`src/alp_pkg.sv`:
```
// Shared types and constants for the augmented Lagrangian penalty unit.
// Used by the configuration block, the controller, the datapath and the top level.
package alp_pkg;

    // Turn-rate terms take part in both violation sums when set
    localparam logic USE_TURN = 1'b1;

    localparam int CFG_IDX_W  = 3;
    localparam int CFG_DATA_W = 32;
    localparam int LIM_W      = 23;
    localparam int CTRL_W     = 24;

    // Register indexes on the configuration port
    typedef enum logic [CFG_IDX_W-1:0] {
        IDX_SPEED_LIMIT       = 3'd0,
        IDX_TURN_RATE_LIMIT   = 3'd1,
        IDX_ACCEL_LIMIT_SPEED = 3'd2,
        IDX_ACCEL_LIMIT_TURN  = 3'd3,
        IDX_INV_STEP_TIME     = 3'd4,
        IDX_PENALTY_GROWTH    = 3'd5,
        IDX_PENALTY_MAX       = 3'd6,
        IDX_PENALTY_INIT      = 3'd7
    } cfg_idx_t;

    localparam logic [LIM_W-1:0] SPEED_LIMIT_RST       = 23'd65536;
    localparam logic [LIM_W-1:0] TURN_RATE_LIMIT_RST   = 23'd65536;
    localparam logic [LIM_W-1:0] ACCEL_LIMIT_SPEED_RST = 23'd65536;
    localparam logic [LIM_W-1:0] ACCEL_LIMIT_TURN_RST  = 23'd65536;
    localparam logic [LIM_W-1:0] INV_STEP_TIME_RST     = 23'd655360;
    localparam logic [LIM_W-1:0] PENALTY_GROWTH_RST    = 23'd98304;
    localparam logic [31:0]      PENALTY_MAX_RST       = 32'd65536000;
    localparam logic [31:0]      PENALTY_INIT_RST      = 32'd65536;

    typedef struct packed {
        logic [LIM_W-1:0] speed_limit;
        logic [LIM_W-1:0] turn_rate_limit;
        logic [LIM_W-1:0] accel_limit_speed;
        logic [LIM_W-1:0] accel_limit_turn;
        logic [LIM_W-1:0] inv_step_time;
        logic [LIM_W-1:0] penalty_growth;
        logic [31:0]      penalty_max;
        logic [31:0]      penalty_init;
        logic             init_load;     // set in the cycle after a penalty_init write
    } cfg_t;

    // Operand pair for the shared 32x32 multiplier
    typedef enum logic [3:0] {
        MUL_DSPD,
        MUL_DTRN,
        MUL_LV_GV,
        MUL_LA_GA,
        MUL_GV_GV,
        MUL_GA_GA,
        MUL_SQLO_MU,
        MUL_SQHI_MU,
        MUL_MU_GV,
        MUL_MU_GA,
        MUL_MU_GROW
    } mul_sel_t;

    // Accumulate step, consumes the registered product issued in the previous cycle
    typedef enum logic [3:0] {
        ACC_NONE,
        ACC_VEL_SPD,
        ACC_VT_AS,
        ACC_AT,
        ACC_LAG0,
        ACC_LAG1,
        ACC_SQ0,
        ACC_SQ1,
        ACC_PLO,
        ACC_PEN,
        ACC_COST,
        ACC_MV,
        ACC_MA,
        ACC_MU
    } acc_op_t;

    typedef enum logic [4:0] {
        ST_IDLE,
        ST_VS,
        ST_VT,
        ST_AT,
        ST_F0, ST_F1, ST_F2, ST_F3, ST_F4, ST_F5, ST_F6, ST_F7, ST_F8,
        ST_D0, ST_D1, ST_D2, ST_D3,
        ST_OUT
    } state_t;

    typedef struct packed {
        logic     load_in;
        mul_sel_t mul_sel;
        acc_op_t  acc_op;
        logic     emit;
    } dp_cmd_t;

    typedef struct packed {
        logic last_step;
        logic cmd;
        logic out_busy;
    } dp_status_t;

endpackage

```
`src/alp_ctrl.sv`:
```
// Sequencer of the penalty unit: steps the shared multiplier and accumulator.
// Depends on alp_pkg for state_t, dp_cmd_t and dp_status_t.
module alp_ctrl import alp_pkg::*; (
    input  logic       aclk,
    input  logic       aresetn,
    input  logic       in_valid,
    output logic       in_ready,
    input  dp_status_t status,
    output dp_cmd_t    dp_cmd
);

    state_t state_reg;
    state_t state_next;

    always_ff @(posedge aclk) begin
        if (!aresetn) begin
            state_reg <= ST_IDLE;
        end else begin
            state_reg <= state_next;
        end
    end

    always_comb begin
        state_next     = state_reg;
        in_ready       = 1'b0;
        dp_cmd.load_in = 1'b0;
        dp_cmd.mul_sel = MUL_DSPD;
        dp_cmd.acc_op  = ACC_NONE;
        dp_cmd.emit    = 1'b0;
        unique case (state_reg)
            ST_IDLE: begin
                in_ready = 1'b1;
                if (in_valid) begin
                    dp_cmd.load_in = 1'b1;
                    state_next     = ST_VS;
                end
            end
            ST_VS: begin
                dp_cmd.mul_sel = MUL_DSPD;
                dp_cmd.acc_op  = ACC_VEL_SPD;
                state_next     = ST_VT;
            end
            ST_VT: begin
                dp_cmd.mul_sel = MUL_DTRN;
                dp_cmd.acc_op  = ACC_VT_AS;
                state_next     = ST_AT;
            end
            ST_AT: begin
                dp_cmd.acc_op = ACC_AT;
                if (!status.last_step) begin
                    state_next = ST_IDLE;
                end else if (status.cmd) begin
                    state_next = ST_D0;
                end else begin
                    state_next = ST_F0;
                end
            end
            // scored sample: Lagrangian, squared sums, penalty, cost
            ST_F0: begin
                dp_cmd.mul_sel = MUL_LV_GV;
                state_next     = ST_F1;
            end
            ST_F1: begin
                dp_cmd.mul_sel = MUL_LA_GA;
                dp_cmd.acc_op  = ACC_LAG0;
                state_next     = ST_F2;
            end
            ST_F2: begin
                dp_cmd.mul_sel = MUL_GV_GV;
                dp_cmd.acc_op  = ACC_LAG1;
                state_next     = ST_F3;
            end
            ST_F3: begin
                dp_cmd.mul_sel = MUL_GA_GA;
                dp_cmd.acc_op  = ACC_SQ0;
                state_next     = ST_F4;
            end
            ST_F4: begin
                dp_cmd.acc_op = ACC_SQ1;
                state_next    = ST_F5;
            end
            ST_F5: begin
                dp_cmd.mul_sel = MUL_SQLO_MU;
                state_next     = ST_F6;
            end
            ST_F6: begin
                dp_cmd.mul_sel = MUL_SQHI_MU;
                dp_cmd.acc_op  = ACC_PLO;
                state_next     = ST_F7;
            end
            ST_F7: begin
                dp_cmd.acc_op = ACC_PEN;
                state_next    = ST_F8;
            end
            ST_F8: begin
                dp_cmd.acc_op = ACC_COST;
                state_next    = ST_OUT;
            end
            // dual update: multipliers first, mu last so both see the old mu
            ST_D0: begin
                dp_cmd.mul_sel = MUL_MU_GV;
                state_next     = ST_D1;
            end
            ST_D1: begin
                dp_cmd.mul_sel = MUL_MU_GA;
                dp_cmd.acc_op  = ACC_MV;
                state_next     = ST_D2;
            end
            ST_D2: begin
                dp_cmd.mul_sel = MUL_MU_GROW;
                dp_cmd.acc_op  = ACC_MA;
                state_next     = ST_D3;
            end
            ST_D3: begin
                dp_cmd.acc_op = ACC_MU;
                state_next    = ST_OUT;
            end
            ST_OUT: begin
                // hold until the output register is free
                if (!status.out_busy) begin
                    dp_cmd.emit = 1'b1;
                    state_next  = ST_IDLE;
                end
            end
            default: state_next = ST_IDLE;
        endcase
    end

    a_accept_starts: assert property (@(posedge aclk) disable iff (!aresetn)
        (state_reg == ST_IDLE && in_valid) |=> (state_reg == ST_VS))
        else $error("accepted request did not start the step sequence");

    a_emit_free: assert property (@(posedge aclk) disable iff (!aresetn)
        dp_cmd.emit |-> !status.out_busy)
        else $error("result emitted over a pending result");

    a_non_last_returns: assert property (@(posedge aclk) disable iff (!aresetn)
        (state_reg == ST_AT && !status.last_step) |=> (state_reg == ST_IDLE))
        else $error("non-last step did not return to idle");

endmodule

```
`config.mk`:
```
export PLATFORM = sky130hd
export DESIGN_NAME = alp_ctrl
export DESIGN_NICKNAME = d
export VERILOG_FILES = /design/src/alp_pkg.sv /design/src/alp_ctrl.sv
export SDC_FILE = /design/constraint.sdc
export NUM_CORES = 1
export LEC_CHECK = 0
export BUFFER_PORTS_ARGS = -buffer_cell sky130_fd_sc_hd__buf_2
export CORE_AREA = 2 2 39 41
export CTS_CLUSTER_SIZE = 24
export DETAILED_ROUTE_END_ITERATION = 8
export DIE_AREA = 0 0 41 43
export HOLD_SLACK_MARGIN = 0.15
export MAX_ROUTING_LAYER = met4
export PLACE_DENSITY = 0.77
export SLEW_MARGIN = 20
export SYNTH_ARGS = -nofsm -noshare
export SYNTH_HDL_FRONTEND = slang
export SYNTH_SLANG_ARGS = --single-unit
```
`constraint.sdc`:
```
create_clock -name aclk -period 2.6 [get_ports aclk]
set_input_delay 0.13 -clock aclk [delete_from_list [all_inputs] [get_ports aclk]]
set_output_delay 0.13 -clock aclk [all_outputs]
set_load 0.005 [all_outputs]
```
# After elaboration in Yosys (flattened, before gate mapping)
# Index checks and enable logic that the tools add are counted.
op_classes:
  n_bitwise: 0
  n_mux: 12
  n_lt_le_gt_ge: 0
  n_addsub: 0
  div_mod_pow: 0
  shifts: 0
  eq_ne: 19
  reduce_logical: 3
  n_mul: 0
ops:
  columns: ["op", "count"]
  rows:
  - ["$pmux W5 S17", 1]
  - ["$pmux W4 S13", 1]
  - ["$eq A5 B4 Y1 const B", 8]
  - ["$pmux W4 S10", 1]
  - ["$eq A5 B3 Y1 const B", 4]
  - ["$mux W5", 3]
  - ["$eq A5 B2 Y1 const B", 2]
  - ["$eq A5 B5 Y1 const B", 2]
  - ["$eq A5 B1 Y1 const B", 1]
  - ["$logic_not A5 Y1", 1]
  - ["$mux W1", 5]
  - ["$mux W4", 1]
  - ["$ne A2 B2 Y1 const B", 2]
  - ["$reduce_and A2 Y1", 1]
  - ["$reduce_or A2 Y1", 1]
totals:
  out_inout_bits: 11
  latch_bits: 0
  mem_bits_ro: 0
  regBits: 5
  ram_bits: 0
  word_cells: 35
  n_memories: 0

# Logic depth before layout (Yosys ltp)
logic_depth:
  ltp_word: 3
  depth_mapped: 6

# Least setup slack after synthesis
# No wires, ideal clock.
synth_path:
  path_kind: "reg2reg"
  startpoint: "register state_reg[0]"
  endpoint: "register state_reg[0]"
  stages_incl_launch_ff: 6
  synth_period_minus_slack_ns: 1.362
  setup_slack_ns: 1.238
  arrival_ns: 1.244
  cell_sequence: "dfxtp_1 -> buf_6 -> or4_4 -> nor2_2 -> a311oi_1 -> o221a_1"
synth_between:
  elab_chain_len: 3
  elab_cells_between_ends: 23
  cone_classes: "19 x eq/ne; 1 x mux; 3 x reduce/logical"
synth_rtl:
  columns: ["item", "line_no", "rtl"]
  rows:
  - ["start, declared", "alp_ctrl.sv:12", "state_t state_reg;"]
  - ["start signal, assigned", "alp_ctrl.sv:19", "state_reg <= state_next;"]
  - ["$eq A5 B5 Y1 (tied with other cells)", "alp_ctrl.sv:30", "unique case (state_reg)"]
  - ["$reduce_or A2 Y1 (no source line) / $ne A2 B2 Y1 (equally long branches)", null, null]
  - ["$pmux W5 S17 / $reduce_and A2 Y1 (equally long branches)", null, null]
# Parallel ways exist; a longest one is shown, timed or not.
# A chain may end at the register's enable or synchronous reset.

==> flow_metrics.env <==
export IMPL_cp_start_kind="flop"
export IMPL_fp_coreArea_sq_um=1384
export IMPL_drcViolationCount=0
export IMPL_max_freq_ghz=0.5442
export IMPL_wl_met1_um=616
export IMPL_pin_count=17
export IMPL_relSlewSlack_pct=60.31
export IMPL_setup_ws_ns=0.7624
export IMPL_wl_met3_um=97
export IMPL_post_cts_buffers=0
export IMPL_dpl_cell_area_sq_um=591.8
export IMPL_cts_made_buffers=3
export IMPL_worst_path_largest_cell_delay_ns=0.66
export IMPL_fin_area_sq_um=628.1
export IMPL_fin_nets=100
export IMPL_reg2reg_slack_ns=0.92
export IMPL_ys_async_sr_fraction_pct=0
export IMPL_drv_slew=0
export IMPL_wl_met2_um=587
export IMPL_cts_sinks=5
export IMPL_setup_tns_final_ns=0
export IMPL_dp_cells=104
export IMPL_synthTopCellsByCount="nor2_1, a21oi_1, nand2_1, o21ai_0"
export IMPL_synth_edf_count=0
export IMPL_synth_top_area_cell="dfxtp_1"
export IMPL_p_int_mw=0.2010
export IMPL_end_kind="output pin"
export IMPL_yosysSeqAreaShare_pct=18.56
export IMPL_clock_tree_buffer_depth=2
export IMPL_place_congestion=0.8081
export IMPL_hold_path_class="in2reg"
export IMPL_syn_nets=87
export IMPL_path_clk_slew_ns=0.05
export IMPL_worstSkewPairLatency_ns=0.25
export IMPL_grt_pass1_wl_mm=2.111
export IMPL_synth_avg_cell_area_sq_um=6.658
export IMPL_synth_distinct_cells=33
export IMPL_p_sw_share_pct=36.24
export IMPL_worstSetupPathType="reg2out"
export IMPL_syn_area_sq_um=539.3
export IMPL_dp_hpwl_um=924.2
export IMPL_worst_pin_slew_ns=0.5946
export IMPL_hold_ws_ns=0.2253
export IMPL_grt_max_degree=21
export IMPL_yosys_register_bits=5
export IMPL_synth_cells=81
export IMPL_rsz0062_at_grt="false"
export IMPL_top_layer="met4"
export IMPL_skew_ns=0.003537
export IMPL_largest_reg_flops=5
export IMPL_p_switching_mw=0.1142
export IMPL_drtAntennaViolNets=0
export IMPL_grt_pass1_vias=511
export IMPL_cts_hold_buf=1
export IMPL_cts_root_buf="clkbuf_4"
export IMPL_routedWlPerCell_um=12.30
export IMPL_die_h_um=43
export IMPL_crit_chain="or2b_1 > nor4b_1 > buf_2"
export IMPL_max_cap_violations=0
export IMPL_synth_main_ff_cell="dfxtp_1"
export IMPL_comb_power_share_pct=34.0
export IMPL_gr_usage_all_layers_pct=18.07
export IMPL_fin_cells=109
export IMPL_synth_area_leaders="dfxtp_1, a21oi_1, nor2_1"
export IMPL_finalCritPeriodShare_pct=70.68
export IMPL_power_leakage_nw=0.2553
export IMPL_placementRows=14
export IMPL_drtPass1Iterations=4
export IMPL_cts_tree="done"
export IMPL_clock_power_share_pct=30.2
export IMPL_htreeDepth=1
export IMPL_vias=618
export IMPL_drt_iter0_drc=16
export IMPL_required_ns=2.47
export IMPL_finalSetupViolCount=0
export IMPL_cp_max_fo=18
export IMPL_ir_drop_v=0.0001588
export IMPL_cp_slowest_cell="dfxtp_1"
export IMPL_initial_utilization_pct=38.97
export IMPL_synth_most_common_cell="nor2_1"
export IMPL_drive_gt1_share_pct=25.81
export IMPL_diodes=0
export IMPL_overflow=0
export IMPL_finalPower_mw=0.3152
export IMPL_outcome="finished clean"
export IMPL_die_area_sq_um=1763
export IMPL_final_util_pct=45.39
export IMPL_cp_arrival_ns=1.71
export IMPL_hold_viol=0
export IMPL_vias_per_cell=5.670
export IMPL_powerDensity_nw_per_um2=501.8
export IMPL_pwr_share_seq_pct=35.7
export IMPL_die_w_um=41
export IMPL_synth_top_cell_area_share_pct=18.56
export IMPL_pre_cts_slack_ns=0.9197
export IMPL_area_delta_synth_final_pct=16.47
export IMPL_post_cts_resized=0
export IMPL_fin_crit_ns=1.838
export IMPL_wirelength_mm=1.341
export IMPL_yosysWarningCount=0
export IMPL_antenna_found_initial=0
export IMPL_portBuffers=16
==> power by group through the flow <==
| stage | clock network [mW] | logic, mW | registers, mW |
|---|---|---|---|
| after CTS | 0.0979 | 0.108 | 0.112 |
| final | 0.0953 | 0.107 | 0.113 |
| after floorplan | 0 | 0.107 | 0.0871 |
| after global placement | 0 | 0.104 | 0.112 |
| after global routing | 0.104 | 0.121 | 0.116 |
| after detailed placement | 0 | 0.106 | 0.113 |
==> path summary, 6_finish.rpt <==
kind                                    from  cells after the start      endpoint
worst max-delay path            state_reg[0]                      3     dp_cmd[0]
worst max register to register  state_reg[0]                      4  state_reg[0]
worst min register to register  state_reg[2]                      2  state_reg[2]
worst min-delay path               status[1]                      3  state_reg[3]
==> layer usage <==
| layer | global-route usage, % | vias up |
|---|---|---|
| met3 | 4.712 | 6 |
| li1 | - | 310 |
| met5 | - | - |
| met4 | 12.00 | 0 |
| met2 | 25.62 | 27 |
| met1 | 21.41 | 275 |
==> logic make-up after synthesis <==
| logic type | Yosys count | share of synthesized area, % |
|---|---|---|
| AND/OR/NAND/NOR | 40 | 39.91 |
| AO/OA/AOI/OAI | 22 | 25.99 |
| buffers and inverters | 11 | 10.21 |
| flip-flops | 5 | 18.56 |
| multiplexers | 2 | 3.712 |
| XOR/XNOR | 1 | 1.624 |
==> layout make-up <==
type / instances / area (sq um)
Sequential cell: 5 / 100.1
Clock buffer: 4 / 26.28
Timing Repair Buffer: 17 / 90.09
Multi-Input combinational cell: 65 / 384.1
Inverter: 2 / 7.507
Tap cell: 16 / 20.02
Fill cell: 153 / 755.7
==> worst max-delay path, delay by kind of cell, from the launching register on <==
kind          cells  cell delay [ns]
buf+inv           1             0.17
flops             1             0.66
simple gates      2             0.62
==> cells in the final DEF, fill, tap and decap left out, drive strengths merged, types with 3 or more instances in the layout <==
master,Yosys,routed
buf,6,16
nor2,10,10
a21oi,8,8
nand2,7,7
o21ai,6,6
dfxtp,5,5
clkbuf,3,4
and2,3,3
nor3,3,3
nor2b,3,3
Power figures use the tool's default switching activity.
