**src/alp_pkg.sv**
```systemverilog
// Shared types and constants for the augmented Lagrangian penalty unit.
// Used by the configuration block, the controller, the datapath and the top level.
package alp_pkg;

    // Turn-rate terms take part in both violation sums when set
    localparam logic USE_TURN = 1'b1;

    localparam int CFG_IDX_W  = 3;
    localparam int CFG_DATA_W = 32;
    localparam int LIM_W      = 23;
    localparam int CTRL_W     = 24;

    // Register indexes on the configuration port
    typedef enum logic [CFG_IDX_W-1:0] {
        IDX_SPEED_LIMIT       = 3'd0,
        IDX_TURN_RATE_LIMIT   = 3'd1,
        IDX_ACCEL_LIMIT_SPEED = 3'd2,
        IDX_ACCEL_LIMIT_TURN  = 3'd3,
        IDX_INV_STEP_TIME     = 3'd4,
        IDX_PENALTY_GROWTH    = 3'd5,
        IDX_PENALTY_MAX       = 3'd6,
        IDX_PENALTY_INIT      = 3'd7
    } cfg_idx_t;

    localparam logic [LIM_W-1:0] SPEED_LIMIT_RST       = 23'd65536;
    localparam logic [LIM_W-1:0] TURN_RATE_LIMIT_RST   = 23'd65536;
    localparam logic [LIM_W-1:0] ACCEL_LIMIT_SPEED_RST = 23'd65536;
    localparam logic [LIM_W-1:0] ACCEL_LIMIT_TURN_RST  = 23'd65536;
    localparam logic [LIM_W-1:0] INV_STEP_TIME_RST     = 23'd655360;
    localparam logic [LIM_W-1:0] PENALTY_GROWTH_RST    = 23'd98304;
    localparam logic [31:0]      PENALTY_MAX_RST       = 32'd65536000;
    localparam logic [31:0]      PENALTY_INIT_RST      = 32'd65536;

    typedef struct packed {
        logic [LIM_W-1:0] speed_limit;
        logic [LIM_W-1:0] turn_rate_limit;
        logic [LIM_W-1:0] accel_limit_speed;
        logic [LIM_W-1:0] accel_limit_turn;
        logic [LIM_W-1:0] inv_step_time;
        logic [LIM_W-1:0] penalty_growth;
        logic [31:0]      penalty_max;
        logic [31:0]      penalty_init;
        logic             init_load;     // set in the cycle after a penalty_init write
    } cfg_t;

    // Operand pair for the shared 32x32 multiplier
    typedef enum logic [3:0] {
        MUL_DSPD,
        MUL_DTRN,
        MUL_LV_GV,
        MUL_LA_GA,
        MUL_GV_GV,
        MUL_GA_GA,
        MUL_SQLO_MU,
        MUL_SQHI_MU,
        MUL_MU_GV,
        MUL_MU_GA,
        MUL_MU_GROW
    } mul_sel_t;

    // Accumulate step, consumes the registered product issued in the previous cycle
    typedef enum logic [3:0] {
        ACC_NONE,
        ACC_VEL_SPD,
        ACC_VT_AS,
        ACC_AT,
        ACC_LAG0,
        ACC_LAG1,
        ACC_SQ0,
        ACC_SQ1,
        ACC_PLO,
        ACC_PEN,
        ACC_COST,
        ACC_MV,
        ACC_MA,
        ACC_MU
    } acc_op_t;

    typedef enum logic [4:0] {
        ST_IDLE,
        ST_VS,
        ST_VT,
        ST_AT,
        ST_F0, ST_F1, ST_F2, ST_F3, ST_F4, ST_F5, ST_F6, ST_F7, ST_F8,
        ST_D0, ST_D1, ST_D2, ST_D3,
        ST_OUT
    } state_t;

    typedef struct packed {
        logic     load_in;
        mul_sel_t mul_sel;
        acc_op_t  acc_op;
        logic     emit;
    } dp_cmd_t;

    typedef struct packed {
        logic last_step;
        logic cmd;
        logic out_busy;
    } dp_status_t;

endpackage

```
**src/alp_cfg.sv**
```systemverilog
// Configuration register file of the penalty unit.
// Depends on alp_pkg for the register indexes, reset values and cfg_t.
module alp_cfg import alp_pkg::*; (
    input  logic                  aclk,
    input  logic                  aresetn,
    input  logic                  cfg_wr_en,
    input  logic [CFG_IDX_W-1:0]  cfg_index,
    input  logic [CFG_DATA_W-1:0] cfg_wdata,
    output cfg_t                  cfg
);

    cfg_t cfg_reg;
    cfg_t cfg_next;

    always_comb begin
        cfg_next           = cfg_reg;
        cfg_next.init_load = 1'b0;
        if (cfg_wr_en) begin
            unique case (cfg_idx_t'(cfg_index))
                IDX_SPEED_LIMIT:       cfg_next.speed_limit       = cfg_wdata[LIM_W-1:0];
                IDX_TURN_RATE_LIMIT:   cfg_next.turn_rate_limit   = cfg_wdata[LIM_W-1:0];
                IDX_ACCEL_LIMIT_SPEED: cfg_next.accel_limit_speed = cfg_wdata[LIM_W-1:0];
                IDX_ACCEL_LIMIT_TURN:  cfg_next.accel_limit_turn  = cfg_wdata[LIM_W-1:0];
                IDX_INV_STEP_TIME:     cfg_next.inv_step_time     = cfg_wdata[LIM_W-1:0];
                IDX_PENALTY_GROWTH:    cfg_next.penalty_growth    = cfg_wdata[LIM_W-1:0];
                IDX_PENALTY_MAX:       cfg_next.penalty_max       = cfg_wdata;
                IDX_PENALTY_INIT: begin
                    cfg_next.penalty_init = cfg_wdata;
                    cfg_next.init_load    = 1'b1;
                end
                default: ;
            endcase
        end
    end

    always_ff @(posedge aclk) begin
        if (!aresetn) begin
            cfg_reg.speed_limit       <= SPEED_LIMIT_RST;
            cfg_reg.turn_rate_limit   <= TURN_RATE_LIMIT_RST;
            cfg_reg.accel_limit_speed <= ACCEL_LIMIT_SPEED_RST;
            cfg_reg.accel_limit_turn  <= ACCEL_LIMIT_TURN_RST;
            cfg_reg.inv_step_time     <= INV_STEP_TIME_RST;
            cfg_reg.penalty_growth    <= PENALTY_GROWTH_RST;
            cfg_reg.penalty_max       <= PENALTY_MAX_RST;
            cfg_reg.penalty_init      <= PENALTY_INIT_RST;
            cfg_reg.init_load         <= 1'b0;
        end else begin
            cfg_reg <= cfg_next;
        end
    end

    assign cfg = cfg_reg;

endmodule

```
**config.mk**
```make
export PLATFORM = sky130hd
export DESIGN_NAME = alp_cfg
export DESIGN_NICKNAME = d
export VERILOG_FILES = /design/src/alp_pkg.sv /design/src/alp_cfg.sv
export SDC_FILE = /design/constraint.sdc
export NUM_CORES = 1
export LEC_CHECK = 0
export ABC_CLOCK_PERIOD_IN_PS = 1850
export BUFFER_PORTS_ARGS = -buffer_cell sky130_fd_sc_hd__buf_2
export CORE_MARGIN = 2
export CORE_UTILIZATION = 45
export CTS_BUF_LIST = sky130_fd_sc_hd__clkbuf_16
export DETAILED_ROUTE_END_ITERATION = 8
export PLACE_DENSITY = 0.69
export REMOVE_ABC_BUFFERS = 1
export SLEW_MARGIN = 20
export SYNTH_ARGS = -nofsm -noshare
export SYNTH_HDL_FRONTEND = slang
export SYNTH_SLANG_ARGS = --single-unit
```
**constraint.sdc**
```tcl
create_clock -name aclk -period 1.85 [get_ports aclk]
set_input_delay 0.2775 -clock aclk [delete_from_list [all_inputs] [get_ports aclk]]
set_output_delay 0.2775 -clock aclk [all_outputs]
set_load 0.005 [all_outputs]
```
# Yosys cells after proc, flatten, opt, wreduce, memory -nomap -nowiden
# Cells that the tools add are included.
# W data, S select, Z words.
[totals]
ff_bits = 203
latch_bits = 0
mem_bits_rw = 0
mem_bits_ro = 0
input_bits = 38
output_inout_bits = 203
word_cells = 27
memories = 0
[classes]
n_addsub = 0
multipliers = 0
n_div = 0
order_cmp = 0
n_eq_ne = 7
n_shift = 0
muxes = 1
bitwise = 0
reduce_logical = 10
[op_table]
columns = ["operator", "n"]
rows = [
  ["$reduce_and A2 Y1", 9],
  ["$eq A3 B3 Y1 const B", 4],
  ["$eq A3 B2 Y1 const B", 2],
  ["$eq A3 B1 Y1 const B", 1],
  ["$logic_not A3 Y1", 1],
  ["$mux W1", 1],
]

# Depth between registers and ports, before layout
# Gate-level depths: netlist (run 1).
[depth]
ltp_word = 2
depth_mapped = 5
ltp_nobuf = 2

# Worst setup path after synthesis (run 1)
# Ideal clock, no wire load.
[synth_timing]
kind = "input to register"
start = "input cfg_index[1]"
end = "register cfg_reg, in the netlist cfg[196]"
setup_ps = 132
t_arrival_ps = 1325
required_time_ps = 1718
path_slack_ps = 393
path_stages = 5
path_buffers = 3
cell_sequence = "buf_2 -> or4b_1 -> buf_4 -> buf_6 -> mux2i_1"
[synth_via]
elab_chain_cells = 2
[synth_rtl]
columns = ["item", "line_no", "text"]
rows = [
  ["from (decl)", "alp_cfg.sv:7", "input logic [CFG_IDX_W-1:0] cfg_index,"],
  ["$logic_not A3 Y1", "alp_cfg.sv:19", "unique case (cfg_idx_t'(cfg_index))"],
  ["$reduce_and A2 Y1 (no source line)", "--", ""],
  ["to (signal assigned)", "alp_cfg.sv:48", "cfg_reg <= cfg_next;"],
  ["to (decl)", "alp_cfg.sv:12", "cfg_t cfg_reg;"],
]
# Every way passes these cells.
# A chain may end at the register's enable or synchronous reset.

# Worst setup path after layout (run 1)
[layout_timing]
start = "register cfg_reg, in the netlist cfg[50]"
end = "output cfg[50] (netlist name)"
[layout_lines]
columns = ["item", "line_no", "text"]
rows = [
  ["to (decl)", "alp_cfg.sv:9", "output cfg_t cfg"],
]
# No word-level cell between the ends.

==> flow_summary.json, run 1 <==
{
  "status": "complete, no violations",
  "fin_hold_ws_ns": 0.0486,
  "core_sq_um": 16000,
  "grt_usage_pct": 20.9,
  "yosys.area.top_type": "dfxtp_1",
  "critPathMaxStageDelay_ns": 0.35,
  "ys_seq_area_share_pct": 54.8,
  "ys_seq_elements": 203,
  "cp-start-kind": "flop",
  "numPortBuffers": 240,
  "synthesis.area_sq_um": 7420,
  "end_kind": "primary output",
  "path_cells": "buf_2",
  "grt_start_max_net_pins": 38,
  "synth_top_area_share_pct": 54.8,
  "die_area_sq_um": 17500,
  "die-width_microns": 132,
  "largest_reg_flops": 203,
  "cp.arrival_ns": 0.96,
  "layout_common_cells": "buf_2 (239), nand2_1 (219), dfxtp_1 (203), mux2i_1 (202), nor2b_1 (24)",
  "clock_skew_ns": 0,
  "num_rows": 46,
  "grt_pass1_vias": 5454,
  "cp_max_fo": 2,
  "cts_resized": 0,
  "period_needed_ns": 1.24,
  "avgSynthCellArea_sq_um": 10.4,
  "cpLargestDelayFamily": "flip-flops",
  "worstMarginPinSlew_ns": 0.519,
  "yosys-top-cells-area": "dfxtp_1 (55%), mux2i_1 (27%), nand2_1 (11%), nor2b_1 (2.0%), buf_2 (1.3%)",
  "fmax_mhz": 805,
  "clk_pin_slew_ns": 0.06,
  "slew_violations": 0,
  "ys_warn_count": 0,
  "irDropWorstVdd_v": 0.000564,
  "powerDensity_nw_per_um2": 941,
  "cts_sinks": 203,
  "critical_path_required_ns": 1.57,
  "antenna_found_initial": 0,
  "setup_viol": 0,
  "syn_to_final_growth_pct": 29.3,
  "cpMaxStageDelayCell": "dfxtp_1",
  "critPathKind": "flop to primary output",
  "ios": 241,
  "grt.overflow.total": 0,
  "power_uw": 9020,
  "ys_types": 18,
  "fp.dieH_microns": 132,
  "cts_setup_buffers": 0,
  "first_iter_violations": 168,
  "tns_ns": 0,
  "initial_core_util_pct": 46.4,
  "drive_above_1_share_pct": 31.2,
  "dr.pass1.iters": 4,
  "leakage_uw": 0.00529,
  "hpwl_mm": 12.8,
  "grt_setup_unrepaired": "false",
  "nets": 989,
  "cts_root_buffer": "clkbuf_16",
  "relSlewSlack_pct": 65.4,
  "cts_tree": "yes",
  "insertion_delay_ns": 0.48,
  "wl_mm": 18.8,
  "vias": 5648,
  "drc": 0,
  "syn_inst": 712,
  "antennaDiodeCount": 0,
  "ctsHoldBuffers": 0,
  "cap_violations": 0,
  "grt_pass1_wl_mm": 29.7,
  "cp.buffers_inverters": 1,
  "htree_levels": 1,
  "clockBufferDepth": 3,
  "hold_class": "input port to flop",
  "ant_nets": 0,
  "via_per_inst": 4.78,
  "place_congestion": 0.751,
  "layout_commonest_cell": "buf_2",
  "timing_hold_violations_final": 0,
  "period_share_pct": 67.1,
  "numCtsBuffers": 22,
  "drt-wirelength-per-cell_microns": 15.9
}
-- Yosys cell counts --
| cell | n |
|---|---|
| nand2_1 | 219 |
| or4b_1 | 1 |
| nand4bb_1 | 2 |
| buf_2 | 20 |
| and4bb_2 | 1 |
| nor2b_1 | 24 |
| clkbuf_1 | 25 |
| buf_1 | 1 |
| nor4bb_1 | 1 |
| nor2_1 | 1 |
| nand4_1 | 1 |
| mux2i_1 | 202 |
| dfxtp_1 | 203 |
| buf_6 | 3 |
| buf_4 | 3 |
| nand4b_1 | 3 |
| inv_1 | 1 |
| and4b_1 | 1 |
-- report_power, final --
part / switching [uW] / internal, uW / total, uW
Clock: 1690 / 2230 / 3930
Combinational: 331 / 248 / 579
Sequential: 45.5 / 4470 / 4510
Total: 2070 / 6950 / 9020
-- worst register-to-register path, cell delays in order (launching register included) --
cell and delay (ns):
dfxtp_1 0.31, nor2b_1 0.10, mux2i_1 0.07
-- cell families after synthesis --
kind of cell | Yosys count | synth area share (%)
buffers and inverters | 53 | 3.47
DFF | 203 | 54.8
muxes | 202 | 27.3
and+or+nand+nor | 254 | 14.5
-- cell type report --
cell class | instances | area (sq um)
Clock buffer | 23 | 576
Clock inverter | 16 | 70.1
Tap cell | 216 | 270
Timing Repair Buffer | 267 | 1490
Multi-Input combinational cell | 456 | 3120
Inverter | 1 | 3.75
Fill cell | 1424 | 6410
Sequential cell | 203 | 4060
-- metal layers --
metal / vias up / track usage (%) / part of all wire [%]
li1: 2827 / - / -
met1: 2637 / 26.1 / 43
met2: 153 / 36.3 / 48
met3: 31 / 4.77 / 6.0
met4: 0 / 5.79 / 2.2
met5: - / 0 / 0
-- final timing paths --
path / startpoint / slack [ns] / cells past startpoint / endpoint
worst min-delay path: cfg_wdata[25] / 0.05 / 3 / cfg[26]
worst max register to register: cfg[173] / 1.23 / 2 / cfg[173]
worst max-delay path: cfg[50] / 0.61 / 1 / cfg[50]
worst min register to register: cfg[175] / 0.45 / 2 / cfg[175]
-- through the flow --
step	util (%)	cells	worst slack, ns	cell area (sq um)
CTS	59.9	1182	0.592	9590
detailed placement	55.9	1143	0.209	8940
finish	59.9	1182	0.608	9590
floorplan	-	660	-2.14	7160
global placement	55.9	1143	0.223	8940
global route	59.9	1182	0.561	9590
Note: power is estimated with default switching activity, not from simulation.
==> run 2: changes to the inputs <==
ABC_CLOCK_PERIOD_IN_PS = 1100   (was 1850)
PLACE_DENSITY = 0.72   (was 0.69)
clock period = 1.1 ns   (was 1.85 ns; I/O delays follow)
==> flow_summary.json, run 2 (synthesized netlist as in run 1, its figures left out) <==
{
  "numCtsBuffers": 22,
  "core_sq_um": 16000,
  "dr.pass1.iters": 4,
  "min_delay_path_depth": 3,
  "numPortBuffers": 240,
  "violations": "setup timing",
  "worstMarginPinSlew_ns": 0.337,
  "clockBufferDepth": 3,
  "first_iter_violations": 234,
  "clock_skew_ns": 0,
  "cap_violations": 0,
  "period_share_pct": 101,
  "fin_ws_ns": -0.0160,
  "cp.buffers_inverters": 1,
  "nets": 1052,
  "power_uw": 15700,
  "layout_commonest_cell": "nand2_1",
  "grt_pass1_vias": 6020,
  "layout_common_cells": "nand2_1 (219), mux2i_1 (202), dfxtp_2 (202), buf_2 (142), buf_6 (98)",
  "clk_pin_slew_ns": 0.06,
  "place_congestion": 0.759,
  "cpMaxStageDelayCell": "dfxtp_2",
  "grt_start_max_net_pins": 39,
  "antennaDiodeCount": 0,
  "holdCritStartpoint": "aresetn",
  "vias": 6105,
  "status": "finished with violations",
  "die_area_sq_um": 17500,
  "via_per_inst": 4.90,
  "fin_hold_ws_ns": 0.0163,
  "fmax_mhz": 896,
  "cts_tree": "yes",
  "critPathKind": "flop to primary output",
  "cp-start-kind": "flop",
  "regToRegStartpoint": "cfg[196]",
  "syn_to_final_growth_pct": 48.6,
  "tns_ns": -0.0343,
  "hpwl_mm": 13.4,
  "insertion_delay_ns": 0.49,
  "drt-wirelength-per-cell_microns": 16.9,
  "slew_violations": 0,
  "critPathMaxStageDelay_ns": 0.35,
  "ff2ff_path_depth": 4,
  "grt_setup_unrepaired": "true",
  "hold_class": "input port to flop",
  "ios": 241,
  "wl_mm": 21.1,
  "grt.overflow.total": 0,
  "leakage_uw": 0.00580,
  "fp.dieH_microns": 132,
  "end_kind": "primary output",
  "grt_pass1_wl_mm": 31.8,
  "critical_path_required_ns": 0.94,
  "num_rows": 46,
  "die-width_microns": 132,
  "timing_hold_violations_final": 0,
  "path_cells": "buf_2",
  "cts_sinks": 203,
  "drc": 0,
  "ff2ff_setup_slack_ns": 0.20,
  "initial_core_util_pct": 46.4,
  "cpLargestDelayFamily": "flip-flops",
  "period_needed_ns": 1.12,
  "postPlaceCellArea_sq_um": 9150,
  "relSlewSlack_pct": 77.5,
  "cp.arrival_ns": 0.95,
  "worstReg2RegEnd": "cfg[196]",
  "largest_reg_flops": 203,
  "grt_usage_pct": 22.3,
  "drive_above_1_share_pct": 53.3,
  "design_area_sq_um": 11000,
  "antenna_found_initial": 0,
  "irDropWorstVdd_v": 0.000900,
  "setup_viol": 6,
  "hold_path_end": "cfg[112]",
  "powerDensity_nw_per_um2": 1420,
  "cts_root_buffer": "clkbuf_16",
  "htree_levels": 1,
  "ant_nets": 0,
  "cp_max_fo": 2
}
[run 2: how the worst max path moves through the flow]
stage | from | endpoint | slack (ns) | depth (start not counted)
after global placement | cfg_index[0] | cfg[193] | -0.38 | 4
after CTS | cfg[53] | cfg[53] | -0.04 | 1
after detailed placement | cfg_index[0] | cfg[195] | -0.40 | 4
after global routing | cfg[53] | cfg[53] | -0.04 | 1
after floorplan | cfg_index[2] | cfg[157] | -2.78 | 2
final | cfg[53] | cfg[53] | -0.02 | 1
[run 2: metrics by stage]
step | worst slack (ns) | util, % | std cells
after floorplan | -2.78 | - | 660
after global placement | -0.378 | 57.2 | 1165
after detailed placement | -0.398 | 57.2 | 1165
after CTS | -0.0376 | 66.1 | 1229
after global routing | -0.0430 | 68.9 | 1246
final | -0.0160 | 68.9 | 1246
[run 2: report_power, final]
part	internal (uW)	switching [uW]
registers	7550	103
logic	610	601
clock network	4000	2830
total	12200	3540
[run 2: what timing repair did]
item                                   4_1_cts  5_1_grt
buffers inserted                             9       17
gates cloned                                 0        0
endpoints found under the hold margin       25        0
setup endpoints to repair                  175      200
hold buffers                                15        0
resized for setup                          225       74
[run 2: routing by layer]
layer	GRT usage, %	share of wire [%]	up-vias	routed length [microns]
met2	39.4	50	193	10500
met4	4.96	1.6	0	342
met1	27.6	42	2924	8920
met3	5.19	6.1	31	1280
li1	-	-	2957	-
met5	0	0	-	0
[run 2: layout make-up]
| type | instances | area, sq um |
|---|---|---|
| fillers | 1182 | 4980 |
| flip-flops and latches | 203 | 4320 |
| multi-input cells | 456 | 3120 |
| repair buffers | 330 | 2640 |
| clock buffers | 23 | 576 |
| well taps | 216 | 270 |
| clock inverters | 17 | 97.6 |
| inverters | 1 | 3.75 |
[run 2: worst reg2reg max path: stages, from the launching register on]
cell and delay [ns]:
dfxtp_2 0.33, buf_4 0.13, buf_4 0.12, nor2b_1 0.12
mux2i_1 0.09
==> run 3: changes to the inputs <==
ABC_CLOCK_PERIOD_IN_PS = 950   (was 1100)
clock period = 0.95 ns   (was 1.1 ns; I/O delays follow)
==> flow_summary.json, run 3 (synthesized netlist as in run 1, its figures left out) <==
{
  "power_uw": 17500,
  "cp.buffers_inverters": 1,
  "initial_core_util_pct": 46.4,
  "critPathMaxStageDelay_ns": 0.35,
  "clk_pin_slew_ns": 0.06,
  "violations": "setup timing",
  "syn_to_final_growth_pct": 49.4,
  "critical_path_required_ns": 0.81,
  "grt_pass1_wl_mm": 31.9,
  "drive_above_1_share_pct": 54.1,
  "numCtsBuffers": 21,
  "cp_max_fo": 2,
  "fp.dieH_microns": 132,
  "cts_root_buffer": "clkbuf_16",
  "path_cells": "buf_2",
  "critPathKind": "flop to primary output",
  "seqCellArea_sq_um": 4320,
  "fmax_mhz": 918,
  "largest_reg_flops": 203,
  "first_iter_violations": 209,
  "ios": 241,
  "leakage_uw": 0.00584,
  "irDropWorstVdd_v": 0.00115,
  "die-width_microns": 132,
  "wl_mm": 20.9,
  "cp.arrival_ns": 0.95,
  "grt_pass1_vias": 6142,
  "hpwl_mm": 13.5,
  "status": "finished with violations",
  "dr.pass1.iters": 5,
  "dpl_worst_slack_ns": -0.518,
  "nets": 1070,
  "drt-wirelength-per-cell_microns": 16.6,
  "dp_cells": 1173,
  "antennaDiodeCount": 0,
  "p_comb_share_pct": 8.2,
  "power.switching_uw": 4040,
  "via_per_inst": 4.89,
  "end_kind": "primary output",
  "cpMaxStageDelayCell": "dfxtp_2",
  "cap_violations": 0,
  "grt_start_max_net_pins": 34,
  "slew_violations": 0,
  "num_rows": 46,
  "nFillCells": 1199,
  "worstMarginPinSlew_ns": 0.318,
  "tns_ns": -22.18,
  "cts_tree": "yes",
  "cts_sinks": 203,
  "postPlaceCellArea_sq_um": 9190,
  "drc": 0,
  "ant_nets": 0,
  "internal_power_uw": 13400,
  "ff2ff_setup_slack_ns": 0.13,
  "vias": 6155,
  "layout_common_cells": "nand2_1 (219), mux2i_1 (202), dfxtp_2 (202), buf_2 (144), buf_6 (97)",
  "grt_setup_unrepaired": "true",
  "switching_share_pct": 23.1,
  "timing_hold_violations_final": 0,
  "finalNonFillerCells": 1259,
  "core_sq_um": 16000,
  "hold_class": "input port to flop",
  "cpLargestDelayFamily": "flip-flops",
  "insertion_delay_ns": 0.48,
  "clockBufferDepth": 3,
  "powerDensity_nw_per_um2": 1580,
  "clock_skew_ns": 0,
  "p_seq_share_pct": 50.6,
  "htree_levels": 1,
  "period_share_pct": 115,
  "die_area_sq_um": 17500,
  "period_needed_ns": 1.09,
  "numPortBuffers": 240,
  "cp-start-kind": "flop",
  "pwr-share-clk_pct": 41.1,
  "multi_input_area_sq_um": 3120,
  "place_congestion": 0.758,
  "relSlewSlack_pct": 78.7,
  "setup_viol": 203,
  "fin_ws_ns": -0.139,
  "grt_usage_pct": 22.2,
  "antenna_found_initial": 0,
  "layout_commonest_cell": "nand2_1",
  "grt.overflow.total": 0,
  "design_area_sq_um": 11100
}
## run 3: cell count changes in the layout (fill, tap and decap cells not counted), moves of 2 or more
cell,change
buf_4,+18
clkinv_1,+4
inv_1,-6
buf_2,+2
clkbuf_16,-2
## run 3: cell type report
type	count	area share [%]
clock buffer	21	4.74
clock inverter	13	0.497
inverter	1	0.0339
multi-input combinational	456	28.2
sequential	203	39.0
tap	216	2.44
timing repair buffer	349	25.1
## run 3: through the flow
step                      util, %  hold WS (ns)
after floorplan                 -         0.255
after global routing         69.3        0.0234
after global placement       57.5         0.403
final                        69.3       0.00884
after CTS                    67.1       0.00933
after detailed placement     57.5         0.409
## run 3: what timing repair did
action,4_1_cts,5_1_grt
buffers inserted,17,19
setup endpoints to repair,212,204
cloned,1,0
resized for setup,261,38
hold buffers,15,0
endpoints found under the hold margin,27,0
## run 3: power by group through the flow
stage                     Sequential (uW)  Combinational (uW)  Clock, uW
after floorplan                      9000                 456          0
after global placement               8980                1210          0
after CTS                            8840                1380       7310
after global routing                 8870                1550       7640
final                                8850                1440       7190
after detailed placement             8980                1220          0
## run 3: metal layers
metal | up-vias | track usage (%) | wire, microns
met3 | 29 | 4.92 | 1310
met1 | 2941 | 27.4 | 8840
met2 | 191 | 40.0 | 10500
met5 | - | 0 | 0
li1 | 2994 | - | -
met4 | 0 | 4.18 | 274
## run 3: worst min-delay path, stage by stage
cell and delay (ns):
buf_2 0.09, nor2b_1 0.04, mux2i_1 0.15
## run 3: path summary, 6_finish.rpt
path,startpoint,end,depth (start not counted)
worst max-delay path,cfg[124],cfg[124],1
worst min-delay path,cfg_wdata[21],cfg[54],3
worst max register to register,cfg[56],cfg[56],4
worst min register to register,cfg[104],cfg[104],2
